$ cat src/hdl/edg_pkg.sv
// edg_pkg: shared types and codes of the lift group dispatcher
// depends on nothing; used by the interfaces, edg_rival and the top level
`default_nettype none

package edg_pkg;

  // fixed field widths of the request, action and configuration ports
  localparam int unsigned KIND_W     = 2;
  localparam int unsigned LIFT_W     = 2;
  localparam int unsigned FLOOR_W    = 4;
  localparam int unsigned ACTION_W   = 3;
  localparam int unsigned CFG_IDX_W  = 1;
  localparam int unsigned CFG_DATA_W = 5;

  // configuration register indexes
  localparam logic [CFG_IDX_W-1:0] CFG_FLOORS = 1'b0;
  localparam logic [CFG_IDX_W-1:0] CFG_LIFTS  = 1'b1;

  typedef enum logic [KIND_W-1:0] {
    KIND_HALL_UP   = 2'd0,
    KIND_HALL_DOWN = 2'd1,
    KIND_CAR       = 2'd2,
    KIND_DECIDE    = 2'd3
  } kind_e;

  typedef enum logic [ACTION_W-1:0] {
    ACT_STAY      = 3'd0,
    ACT_UP        = 3'd1,
    ACT_DOWN      = 3'd2,
    ACT_OPEN_UP   = 3'd3,
    ACT_OPEN_DOWN = 3'd4
  } action_e;

  typedef enum logic [1:0] {
    DIR_IDLE = 2'd0,
    DIR_UP   = 2'd1,
    DIR_DOWN = 2'd2
  } dir_e;

  typedef enum logic [2:0] {
    ST_IDLE,
    ST_ACT_START,
    ST_SCAN,
    ST_EMIT,
    ST_SWEEP
  } state_e;

  // blocking verdict of one competing lift for the up and the down call
  typedef struct packed {
    logic blk_up;
    logic blk_dn;
  } rival_t;

endpackage

`default_nettype wire

$ cat src/hdl/edg_req_if.sv
// edg_req_if: request channel carrying call and decide events
// depends on edg_pkg
`default_nettype none

interface edg_req_if;
  import edg_pkg::*;
  logic                 valid;
  logic                 ready;
  logic [KIND_W-1:0]    kind;
  logic [LIFT_W-1:0]    lift;
  logic [FLOOR_W-1:0]   floor;

  modport source (output valid, kind, lift, floor, input ready);
  modport sink   (input valid, kind, lift, floor, output ready);
endinterface

`default_nettype wire

$ cat src/hdl/edg_act_if.sv
// edg_act_if: result channel carrying one lift action per transfer
// depends on edg_pkg
`default_nettype none

interface edg_act_if;
  import edg_pkg::*;
  logic                 valid;
  logic                 ready;
  logic [LIFT_W-1:0]    lift_index;
  logic [ACTION_W-1:0]  action;
  logic                 last;

  modport source (output valid, lift_index, action, last, input ready);
  modport sink   (input valid, lift_index, action, last, output ready);
endinterface

`default_nettype wire

$ cat src/hdl/edg_rival.sv
// edg_rival: shared compare unit, judges whether one lift beats the scanning lift
// to a hall call; depends on edg_pkg
`default_nettype none

module edg_rival import edg_pkg::*; #(
  parameter int unsigned FW = 4
) (
  input  logic [FW-1:0] call_floor_i,
  input  logic [FW-1:0] my_dist_i,
  input  logic [FW-1:0] rival_floor_i,
  input  dir_e          rival_dir_i,
  input  logic          rival_valid_i,
  input  logic          rival_lower_i,
  output rival_t        rival_o
);

  logic [FW-1:0] gap;
  logic          closer;
  logic          up_rival;
  logic          dn_rival;

  // distance of the other lift to the call and whether it wins
  always_comb begin
    gap = (call_floor_i > rival_floor_i) ? (call_floor_i - rival_floor_i)
                                         : (rival_floor_i - call_floor_i);
    closer = (gap < my_dist_i) || ((gap == my_dist_i) && rival_lower_i);
    up_rival = (rival_dir_i == DIR_IDLE) ||
               ((rival_dir_i == DIR_UP) && (rival_floor_i <= call_floor_i));
    dn_rival = (rival_dir_i == DIR_IDLE) ||
               ((rival_dir_i == DIR_DOWN) && (call_floor_i <= rival_floor_i));
    rival_o.blk_up = rival_valid_i && up_rival && closer;
    rival_o.blk_dn = rival_valid_i && dn_rival && closer;
  end

endmodule

`default_nettype wire

$ cat src/hdl/elevator_group_dispatcher.sv
// elevator_group_dispatcher: top level of the lift group dispatcher
// depends on edg_pkg, edg_req_if, edg_act_if and edg_rival
//
// Call and car-button requests record the call, then run a sweep over every
// lift that clamps floors, masks calls and recomputes each lift's direction.
// A decide request runs one sequencer over the lifts in use: a moving lift or
// an idle lift with a call at its own floor gets its action at once; any other
// idle lift then scans the floors in use, passing over each floor without a
// hall call or at its own floor and stepping through each lift in use at each
// other floor with one, through a single shared rival compare unit, and then
// picks its move. The actions are then handed out one per cycle while the
// output register drains, and the direction sweep follows. A write of
// floors_in_use starts the same sweep, during which no request is taken.
`default_nettype none

module elevator_group_dispatcher import edg_pkg::*; #(
  parameter int unsigned MAX_FLOORS = 16,
  parameter int unsigned MAX_LIFTS  = 4
) (
  input  logic                  clk_i,
  input  logic                  rst_ni,
  input  logic                  cfg_we_i,
  input  logic [CFG_IDX_W-1:0]  cfg_idx_i,
  input  logic [CFG_DATA_W-1:0] cfg_data_i,
  edg_req_if.sink               req_i,
  edg_act_if.source             act_o
);

  localparam int unsigned FW  = $clog2(MAX_FLOORS);
  localparam int unsigned NFW = $clog2(MAX_FLOORS + 1);
  localparam int unsigned LW  = (MAX_LIFTS > 1) ? $clog2(MAX_LIFTS) : 1;
  localparam int unsigned NLW = $clog2(MAX_LIFTS + 1);
  localparam int unsigned CFW = (NFW > CFG_DATA_W) ? NFW : CFG_DATA_W;
  localparam int unsigned CLW = (NLW > CFG_DATA_W) ? NLW : CFG_DATA_W;

  // configuration
  logic [NFW-1:0]        floors_q, floors_d;
  logic [NLW-1:0]        lifts_q, lifts_d;

  // lift and call state
  logic [FW-1:0]         car_floor_q [MAX_LIFTS];
  logic [FW-1:0]         car_floor_d [MAX_LIFTS];
  dir_e                  car_dir_q [MAX_LIFTS];
  dir_e                  car_dir_d [MAX_LIFTS];
  logic [MAX_FLOORS-1:0] car_calls_q [MAX_LIFTS];
  logic [MAX_FLOORS-1:0] car_calls_d [MAX_LIFTS];
  logic [MAX_FLOORS-1:0] hall_up_q, hall_up_d;
  logic [MAX_FLOORS-1:0] hall_dn_q, hall_dn_d;
  action_e               acts_q [MAX_LIFTS];
  action_e               acts_d [MAX_LIFTS];

  // sequencer
  state_e                state_q, state_d;
  logic [NLW-1:0]        idx_q, idx_d;
  logic [NLW-1:0]        me_q, me_d;
  logic [NFW-1:0]        f_q, f_d;
  logic [FW-1:0]         pos_q, pos_d;
  logic                  blk_up_q, blk_up_d;
  logic                  blk_dn_q, blk_dn_d;
  logic                  have_below_q, have_below_d;
  logic                  have_above_q, have_above_d;
  logic [FW-1:0]         below_q, below_d;
  logic [FW-1:0]         above_q, above_d;

  // output register
  logic                  out_valid_q, out_valid_d;
  logic [LIFT_W-1:0]     out_lift_q, out_lift_d;
  action_e               out_act_q, out_act_d;
  logic                  out_last_q, out_last_d;

  // shared unit and read port at idx_q
  logic [LW-1:0]         rd;
  logic [FW-1:0]         cur_floor;
  dir_e                  cur_dir;
  logic [MAX_FLOORS-1:0] cur_calls;
  logic [FW-1:0]         scan_fl;
  logic [FW-1:0]         my_dist;
  rival_t                rival;

  assign rd        = idx_q[LW-1:0];
  assign cur_floor = car_floor_q[rd];
  assign cur_dir   = car_dir_q[rd];
  assign cur_calls = car_calls_q[rd];
  assign scan_fl   = f_q[FW-1:0];
  assign my_dist   = (scan_fl > pos_q) ? (scan_fl - pos_q) : (pos_q - scan_fl);

  edg_rival #(.FW(FW)) u_rival (
    .call_floor_i  (scan_fl),
    .my_dist_i     (my_dist),
    .rival_floor_i (cur_floor),
    .rival_dir_i   (cur_dir),
    .rival_valid_i (idx_q != me_q),
    .rival_lower_i (idx_q < me_q),
    .rival_o       (rival)
  );

  // ports
  logic req_fire;
  logic act_fire;
  assign req_i.ready      = (state_q == ST_IDLE) && !cfg_we_i;
  assign req_fire         = req_i.valid && req_i.ready;
  assign act_o.valid      = out_valid_q;
  assign act_o.lift_index = out_lift_q;
  assign act_o.action     = out_act_q;
  assign act_o.last       = out_last_q;
  assign act_fire         = out_valid_q && act_o.ready;

  // next state and datapath
  always_comb begin
    logic [CFW-1:0]        fv;
    logic [CLW-1:0]        lv;
    logic [FW-1:0]         ev_floor;
    action_e               act;
    logic                  decided;
    logic                  at_top;
    logic                  bu, bd, ok;
    logic [FW-1:0]         d;
    logic [NLW-1:0]        me_next;
    logic [MAX_FLOORS-1:0] fmask;
    logic [MAX_FLOORS-1:0] amask;
    logic [MAX_FLOORS-1:0] calls_n;
    logic [FW-1:0]         floor_n;
    logic                  last;

    floors_d     = floors_q;
    lifts_d      = lifts_q;
    car_floor_d  = car_floor_q;
    car_dir_d    = car_dir_q;
    car_calls_d  = car_calls_q;
    hall_up_d    = hall_up_q;
    hall_dn_d    = hall_dn_q;
    acts_d       = acts_q;
    state_d      = state_q;
    idx_d        = idx_q;
    me_d         = me_q;
    f_d          = f_q;
    pos_d        = pos_q;
    blk_up_d     = blk_up_q;
    blk_dn_d     = blk_dn_q;
    have_below_d = have_below_q;
    have_above_d = have_above_q;
    below_d      = below_q;
    above_d      = above_q;
    out_valid_d  = out_valid_q && !act_fire;
    out_lift_d   = out_lift_q;
    out_act_d    = out_act_q;
    out_last_d   = out_last_q;

    fv       = CFW'(cfg_data_i);
    lv       = CLW'(cfg_data_i[2:0]);
    ev_floor = FW'(req_i.floor);
    act      = ACT_STAY;
    decided  = 1'b1;
    at_top   = 1'b0;
    bu       = 1'b0;
    bd       = 1'b0;
    ok       = 1'b0;
    d        = '0;
    me_next  = me_q + NLW'(1);
    last     = 1'b0;
    for (int i = 0; i < MAX_FLOORS; i++) begin
      fmask[i] = (i < int'(floors_q));
    end
    calls_n = cur_calls & fmask;
    floor_n = (NFW'(cur_floor) >= floors_q) ? FW'(floors_q - NFW'(1)) : cur_floor;
    for (int i = 0; i < MAX_FLOORS; i++) begin
      amask[i] = (i > int'(floor_n));
    end

    case (state_q)
      // wait for a request
      ST_IDLE: begin
        if (req_fire) begin
          if (kind_e'(req_i.kind) == KIND_DECIDE) begin
            state_d = ST_ACT_START;
            idx_d   = '0;
            me_d    = '0;
          end else begin
            if (NFW'(req_i.floor) < floors_q) begin
              case (kind_e'(req_i.kind))
                KIND_HALL_UP:   hall_up_d[ev_floor] = 1'b1;
                KIND_HALL_DOWN: hall_dn_d[ev_floor] = 1'b1;
                default: begin
                  if (NLW'(req_i.lift) < lifts_q) begin
                    car_calls_d[LW'(req_i.lift)][ev_floor] = 1'b1;
                  end
                end
              endcase
            end
            state_d = ST_SWEEP;
            idx_d   = '0;
          end
        end
      end

      // action of a moving lift or an idle lift with a call at its floor
      ST_ACT_START: begin
        at_top = (NFW'(cur_floor) + NFW'(1)) == floors_q;
        case (cur_dir)
          DIR_UP: begin
            if (hall_up_q[cur_floor]) act = ACT_OPEN_UP;
            else if (cur_calls[cur_floor]) act = at_top ? ACT_OPEN_DOWN : ACT_OPEN_UP;
            else act = ACT_UP;
          end
          DIR_DOWN: begin
            if (hall_dn_q[cur_floor]) act = ACT_OPEN_DOWN;
            else if (cur_calls[cur_floor]) act = (cur_floor == '0) ? ACT_OPEN_UP
                                                                  : ACT_OPEN_DOWN;
            else act = ACT_DOWN;
          end
          default: begin
            if (hall_dn_q[cur_floor]) act = ACT_OPEN_DOWN;
            else if (hall_up_q[cur_floor]) act = ACT_OPEN_UP;
            else decided = 1'b0;
          end
        endcase
        if (decided) begin
          acts_d[me_q[LW-1:0]] = act;
          me_d  = me_next;
          idx_d = (me_next == lifts_q) ? '0 : me_next;
          if (me_next == lifts_q) state_d = ST_EMIT;
        end else begin
          state_d      = ST_SCAN;
          pos_d        = cur_floor;
          f_d          = '0;
          idx_d        = '0;
          blk_up_d     = 1'b0;
          blk_dn_d     = 1'b0;
          have_below_d = 1'b0;
          have_above_d = 1'b0;
        end
      end

      // idle lift walks the floors, one rival per cycle at a floor with a call
      ST_SCAN: begin
        if (f_q == floors_q) begin
          if (!have_below_q && !have_above_q) act = ACT_STAY;
          else if (have_below_q && (!have_above_q || below_q <= above_q)) act = ACT_DOWN;
          else act = ACT_UP;
          acts_d[me_q[LW-1:0]] = act;
          me_d    = me_next;
          idx_d   = (me_next == lifts_q) ? '0 : me_next;
          state_d = (me_next == lifts_q) ? ST_EMIT : ST_ACT_START;
        end else if (!(hall_up_q[scan_fl] || hall_dn_q[scan_fl]) || scan_fl == pos_q) begin
          f_d = f_q + NFW'(1);
        end else begin
          bu = blk_up_q | rival.blk_up;
          bd = blk_dn_q | rival.blk_dn;
          if (idx_q + NLW'(1) == lifts_q) begin
            ok = (hall_up_q[scan_fl] && !bu) || (hall_dn_q[scan_fl] && !bd);
            d  = my_dist;
            if (ok) begin
              if (scan_fl < pos_q) begin
                if (!have_below_q || d < below_q) begin
                  have_below_d = 1'b1;
                  below_d      = d;
                end
              end else begin
                if (!have_above_q || d < above_q) begin
                  have_above_d = 1'b1;
                  above_d      = d;
                end
              end
            end
            f_d      = f_q + NFW'(1);
            idx_d    = '0;
            blk_up_d = 1'b0;
            blk_dn_d = 1'b0;
          end else begin
            idx_d    = idx_q + NLW'(1);
            blk_up_d = bu;
            blk_dn_d = bd;
          end
        end
      end

      // hand out one action and apply it
      ST_EMIT: begin
        if (!out_valid_q || act_fire) begin
          act         = acts_q[rd];
          last        = (idx_q + NLW'(1)) == lifts_q;
          out_valid_d = 1'b1;
          out_lift_d  = LIFT_W'(idx_q);
          out_act_d   = act;
          out_last_d  = last;
          case (act)
            ACT_UP: begin
              if ((NFW'(cur_floor) + NFW'(1)) < floors_q) begin
                car_floor_d[rd] = cur_floor + FW'(1);
              end
            end
            ACT_DOWN: begin
              if (cur_floor != '0) car_floor_d[rd] = cur_floor - FW'(1);
            end
            ACT_OPEN_UP: begin
              hall_up_d[cur_floor]      = 1'b0;
              car_calls_d[rd][cur_floor] = 1'b0;
            end
            ACT_OPEN_DOWN: begin
              hall_dn_d[cur_floor]      = 1'b0;
              car_calls_d[rd][cur_floor] = 1'b0;
            end
            default: ;
          endcase
          if (last) begin
            state_d = ST_SWEEP;
            idx_d   = '0;
          end else begin
            idx_d = idx_q + NLW'(1);
          end
        end
      end

      // clamp, mask and recompute direction, one lift per cycle
      ST_SWEEP: begin
        hall_up_d        = hall_up_q & fmask;
        hall_dn_d        = hall_dn_q & fmask;
        car_calls_d[rd]  = calls_n;
        car_floor_d[rd]  = floor_n;
        if (calls_n == '0) car_dir_d[rd] = DIR_IDLE;
        else if ((calls_n & amask) != '0) car_dir_d[rd] = DIR_UP;
        else car_dir_d[rd] = DIR_DOWN;
        if (idx_q == NLW'(MAX_LIFTS - 1)) state_d = ST_IDLE;
        else idx_d = idx_q + NLW'(1);
      end

      default: state_d = ST_IDLE;
    endcase

    // configuration writes
    if (cfg_we_i) begin
      case (cfg_idx_i)
        CFG_FLOORS: begin
          if (fv < CFW'(2)) floors_d = NFW'(2);
          else if (fv > CFW'(MAX_FLOORS)) floors_d = NFW'(MAX_FLOORS);
          else floors_d = NFW'(fv);
          state_d = ST_SWEEP;
          idx_d   = '0;
        end
        CFG_LIFTS: begin
          if (lv < CLW'(1)) lifts_d = NLW'(1);
          else if (lv > CLW'(MAX_LIFTS)) lifts_d = NLW'(MAX_LIFTS);
          else lifts_d = NLW'(lv);
        end
        default: ;
      endcase
    end
  end

  // control and state registers
  always_ff @(posedge clk_i or negedge rst_ni) begin
    if (!rst_ni) begin
      floors_q    <= (MAX_FLOORS < 16) ? NFW'(MAX_FLOORS) : NFW'(16);
      lifts_q     <= (MAX_LIFTS < 4) ? NLW'(MAX_LIFTS) : NLW'(4);
      hall_up_q   <= '0;
      hall_dn_q   <= '0;
      for (int l = 0; l < MAX_LIFTS; l++) begin
        car_floor_q[l] <= '0;
        car_dir_q[l]   <= DIR_IDLE;
        car_calls_q[l] <= '0;
      end
      state_q     <= ST_IDLE;
      idx_q       <= '0;
      me_q        <= '0;
      f_q         <= '0;
      out_valid_q <= 1'b0;
    end else begin
      floors_q    <= floors_d;
      lifts_q     <= lifts_d;
      hall_up_q   <= hall_up_d;
      hall_dn_q   <= hall_dn_d;
      car_floor_q <= car_floor_d;
      car_dir_q   <= car_dir_d;
      car_calls_q <= car_calls_d;
      state_q     <= state_d;
      idx_q       <= idx_d;
      me_q        <= me_d;
      f_q         <= f_d;
      out_valid_q <= out_valid_d;
    end
  end

  // payload and scratch registers
  always_ff @(posedge clk_i) begin
    acts_q       <= acts_d;
    pos_q        <= pos_d;
    blk_up_q     <= blk_up_d;
    blk_dn_q     <= blk_dn_d;
    have_below_q <= have_below_d;
    have_above_q <= have_above_d;
    below_q      <= below_d;
    above_q      <= above_d;
    out_lift_q   <= out_lift_d;
    out_act_q    <= out_act_d;
    out_last_q   <= out_last_d;
  end

endmodule

`default_nettype wire
$ cat src/flat_wrapper.sv
// flat-port wrapper written by rule: the top's interface ports become plain ports
module elevator_group_dispatcher_flat import edg_pkg::*;
#(
  parameter int unsigned MAX_FLOORS = 16,
  parameter int unsigned MAX_LIFTS  = 4
)
  (clk_i, rst_ni, cfg_we_i, cfg_idx_i, cfg_data_i, req_i_valid, req_i_kind, req_i_lift, req_i_floor, req_i_ready, act_o_valid, act_o_lift_index, act_o_action, act_o_last, act_o_ready);
  edg_req_if req_i_i ();
  edg_act_if act_o_i ();
  input  logic clk_i;
  input  logic rst_ni;
  input  logic cfg_we_i;
  input  logic [CFG_IDX_W-1:0] cfg_idx_i;
  input  logic [CFG_DATA_W-1:0] cfg_data_i;
  input wire logic [$bits(req_i_i.valid)-1:0] req_i_valid;
  input wire logic [$bits(req_i_i.kind)-1:0] req_i_kind;
  input wire logic [$bits(req_i_i.lift)-1:0] req_i_lift;
  input wire logic [$bits(req_i_i.floor)-1:0] req_i_floor;
  output wire logic [$bits(req_i_i.ready)-1:0] req_i_ready;
  output wire logic [$bits(act_o_i.valid)-1:0] act_o_valid;
  output wire logic [$bits(act_o_i.lift_index)-1:0] act_o_lift_index;
  output wire logic [$bits(act_o_i.action)-1:0] act_o_action;
  output wire logic [$bits(act_o_i.last)-1:0] act_o_last;
  input wire logic [$bits(act_o_i.ready)-1:0] act_o_ready;
  assign req_i_i.valid = req_i_valid;
  assign req_i_i.kind = req_i_kind;
  assign req_i_i.lift = req_i_lift;
  assign req_i_i.floor = req_i_floor;
  assign req_i_ready = req_i_i.ready;
  assign act_o_valid = act_o_i.valid;
  assign act_o_lift_index = act_o_i.lift_index;
  assign act_o_action = act_o_i.action;
  assign act_o_last = act_o_i.last;
  assign act_o_i.ready = act_o_ready;
  elevator_group_dispatcher #(.MAX_FLOORS(MAX_FLOORS), .MAX_LIFTS(MAX_LIFTS)) u_core (.clk_i(clk_i), .rst_ni(rst_ni), .cfg_we_i(cfg_we_i), .cfg_idx_i(cfg_idx_i), .cfg_data_i(cfg_data_i), .req_i(req_i_i), .act_o(act_o_i));
endmodule
$ cat config.mk
export PLATFORM = sky130hd
export DESIGN_NAME = elevator_group_dispatcher_flat
export DESIGN_NICKNAME = d
export VERILOG_FILES = /design/src/hdl/edg_pkg.sv /design/src/hdl/edg_req_if.sv /design/src/hdl/edg_act_if.sv /design/src/hdl/edg_rival.sv /design/src/hdl/elevator_group_dispatcher.sv /design/src/flat_wrapper.sv
export SDC_FILE = /design/constraint.sdc
export NUM_CORES = 1
export LEC_CHECK = 0
export ABC_AREA = 1
export BUFFER_PORTS_ARGS = -buffer_cell sky130_fd_sc_hd__buf_2
export CAP_MARGIN = 15
export CORE_MARGIN = 10
export CORE_UTILIZATION = 50
export DETAILED_ROUTE_END_ITERATION = 7
export PLACE_DENSITY = 0.77
export SLEW_MARGIN = 15
export SYNTH_ARGS = -nofsm -noshare
export SYNTH_HDL_FRONTEND = slang
export SYNTH_HIERARCHICAL = 1
export SYNTH_SLANG_ARGS = --single-unit
$ cat constraint.sdc
create_clock -name clk_i -period 5.2 [get_ports clk_i]
set_input_delay 0.52 -clock clk_i [delete_from_list [all_inputs] [get_ports clk_i]]
set_output_delay 0.52 -clock clk_i [all_outputs]
set_load 0.02 [all_outputs]
==> results.sh <==
export IMPL_status="completed"
export IMPL_worstSetupStartpoint="u_core/idx_q[1]"
export IMPL_cp_top_family="simple AND/OR/NAND/NOR gates"
export IMPL_cp_start_kind="register"
export IMPL_clk_pin_slew_worst_paths_ns=0.08
export IMPL_numCtsBuffers=17
export IMPL_worstPathBufferInverterCount=5
export IMPL_crit_cells=24
export IMPL_synthDistinctLibCells=56
export IMPL_fmax_mhz=227.5
export IMPL_grt_pass1_vias=14450
export IMPL_r2r_end="u_core/above_q[3]"
export IMPL_dp_hpwl_um=36170
export IMPL_total_power_mw=10.20
export IMPL_power_density_nw_per_um2=673.0
export IMPL_slew_violations=0
export IMPL_gp_congestion=0.9714
export IMPL_rsz0062_at_grt="false"
export IMPL_drt_total_wl_um=51170
export IMPL_n_fill_cell=2749
export IMPL_num_vias=15330
export IMPL_grt_overflow_total=0
export IMPL_min_period_over_period_pct=84.51
export IMPL_postSynthAreaPerCell_um2=6.749
export IMPL_cpPeakStageDelay_ns=0.60
export IMPL_die_area_um2=35710
export IMPL_reg2reg_slack_ns=0.81
export IMPL_clock_sinks=177
export IMPL_grt_max_degree=92
export IMPL_area_delta_synth_final_pct=6.145
export IMPL_place_ws_ns=0.9682
export IMPL_drc=0
export IMPL_cts_setup_buffers=0
export IMPL_drive_gt1_share_pct=7.861
export IMPL_synth_top_cell_area_share_pct=24.72
export IMPL_reg2reg_from="u_core/idx_q[1]"
export IMPL_crit_chain="inv_4 -> nand3_2 -> nand2_4 -> inv_4 -> inv_1 -> fa_1 -> nand3_2 -> nand2_2 -> nand2_4 -> inv_2 -> nand2_1 -> nand2_1 -> ha_1 -> inv_1 -> o21bai_1 -> nand2_1 -> nand2_1 -> nand2_1 -> nand2_1 -> nor2_1 -> nor3_1 -> o21a_1 -> nand2_1 -> nor2_1"
export IMPL_post_route_min_period_ns=4.395
export IMPL_end_kind="register"
export IMPL_final_setup_tns_ns=0
export IMPL_num_rows=61
export IMPL_cp_required_ns=5.31
export IMPL_multi_input_area_um2=8155
export IMPL_yosysSeqAreaShare_pct=32.24
export IMPL_finalSetupViolCount=0
export IMPL_synth_area_leader_cell="dfrtp_1"
export IMPL_die_w_um=189.0
export IMPL_holdBufCountCts=0
export IMPL_register_area_um2=4603
export IMPL_synth_edf_count=34
export IMPL_ctsResizeCount=0
export IMPL_hold_violations=0
export IMPL_fp_dieH_um=189.0
export IMPL_first_iter_violations=2039
export IMPL_cp_arrival_ns=4.50
export IMPL_antenna_found_initial=0
export IMPL_grt_usage_pct=27.89
export IMPL_firstDrtPassIters=6
export IMPL_grt_pass1_wl_um=79300
export IMPL_insertion_delay_ns=0.45
export IMPL_clock_skew_ns=0.01430
export IMPL_synth_area_leaders="dfrtp_1 (25%), nand2_1 (13%), o21ai_0 (12%), edfxtp_1 (7.2%), inv_1 (6.6%)"
export IMPL_start_util_pct=50.96
export IMPL_detail_route_wl_per_cell_um=20.66
export IMPL_crit_fanout=33
export IMPL_worstHoldPathType="in2async"
export IMPL_max_slew_margin_rel_pct=26.14
export IMPL_crit_slowest_cell="dfrtp_1"
export IMPL_worstRegToRegCells=24
export IMPL_cts_tree="done"
export IMPL_synth_flop_cell="dfrtp_1"
export IMPL_cp_endpoint="u_core/above_q[3]"
export IMPL_syn_inst=2115
export IMPL_setup_slack_ns=0.8053
export IMPL_via_per_inst=6.188
export IMPL_ant_nets=0
export IMPL_async_flop_share_pct=80.79
export IMPL_tightest_slew_ns=1.107
export IMPL_max_clock_path_buffers=2
export IMPL_synth_nets=2201
export IMPL_p_leak_nw=7.017
export IMPL_diodes=0
export IMPL_ios=27
export IMPL_ys_ff_latch=177
export IMPL_worst_setup_path_type="reg2reg"
export IMPL_yosys_warnings=6
export IMPL_place_port_buffers=26
export IMPL_path_common_cell="nand2_1"
export IMPL_syn_area_um2=14270
export IMPL_core_um2=28010
export IMPL_cts_root_buf="clkbuf_16"
export IMPL_cts_htree_levels=4
export IMPL_fin_nets=2172
export IMPL_peakVddDrop_v=0.0003159
export IMPL_max_cap_violations=0
-- worst min-delay path by stage --
stage,startpoint,endpoint,depth (start not counted),slack (ns)
floorplan,rst_ni,async pin,0,0.22
global placement,u_core/car_calls_q[26],u_core/car_calls_q[26],2,0.46
detailed placement,u_core/car_calls_q[58],u_core/car_calls_q[58],2,0.47
CTS,rst_ni,u_core/state_q[0],1,0.08
global route,rst_ni,u_core/state_q[1],1,0.09
finish,rst_ni,u_core/state_q[0],1,0.05
-- per-layer routing --
| layer | share of wire [%] | global-route usage (%) | vias up |
|---|---|---|---|
| met5 | 0 | 0 | - |
| met4 | 5.5 | 16.39 | 0 |
| met3 | 11 | 6.762 | 212 |
| met2 | 46 | 44.31 | 962 |
| met1 | 38 | 33.79 | 7175 |
| li1 | - | - | 6978 |
-- layout by cell type (no fill, tap or decap), drive strengths merged, types with 4 or more instances in the layout --
master	count
inv	273
clkinv	4
a31oi	5
nor3	16
clkbuf	19
o21a	4
o21ai	397
fa	4
or2	7
a22oi	12
xor2	16
xnor2	4
nor2	151
dfrtp	141
a22o	8
o211ai	5
nand2	533
buf	50
nand3	139
a21oi	138
o22ai	35
edfxtp	34
nand4	14
o221ai	6
ha	63
-- registers in the layout (all words and copies together), names as in the netlist, 4 cells and up, named ones only --
name / count
u_core/car_floor_q: 16
u_core/acts_q: 12
u_core/pos_q: 4
u_core/car_calls_q: 64
u_core/floors_q: 5
u_core/hall_dn_q: 16
u_core/hall_up_q: 16
u_core/above_q: 4
u_core/f_q: 5
u_core/below_q: 4
-- where the power goes --
part	internal, mW	leakage [nW]	switching (mW)
clock network	0.718	0.295	0.627
registers	1.86	2.16	0.349
logic	1.94	4.56	4.71
-- stage by stage --
| stage | std cells | cell area (um^2) | utilization, % | hold WS, ns |
|---|---|---|---|---|
| after floorplan | 2115 | 14270 | - | 0.2244 |
| after global routing | 2477 | 15150 | 54.09 | 0.09210 |
| final | 2477 | 15150 | 54.09 | 0.05161 |
| after detailed placement | 2445 | 14550 | 51.95 | 0.4692 |
| after global placement | 2445 | 14550 | 51.95 | 0.4642 |
| after CTS | 2477 | 15150 | 54.09 | 0.07656 |
-- cells by family after synthesis --
kind of cell	count (synthesis)	synth area share, %
and+or+nand+nor	865	26.31
AOI/OAI and AO/OA	620	23.33
buffers and inverters	364	10.66
DFF	177	32.24
adders and majority gates	67	6.084
xor gates and xnor gates	20	1.227
muxes	2	0.1490
-- area by class of cell --
type	count	share of cell area, %
clock buffers	19	3.064
clock inverters	13	0.8836
inverters	266	6.631
multi-input cells	1574	53.83
flip-flops and latches	177	30.38
well taps	378	3.122
repair buffers	50	2.089
-- synthesized netlist by cell type (25+ instances only) --
library cell,instances
inv_1,251
dfrtp_1,141
nor2_1,140
edfxtp_1,34
nand3_1,128
o22ai_1,35
buf_2,25
clkbuf_1,49
a21oi_1,131
o21ai_1,44
nand2_1,512
ha_1,63
o21ai_0,351
Note: power is estimated with default switching activity, not from simulation.
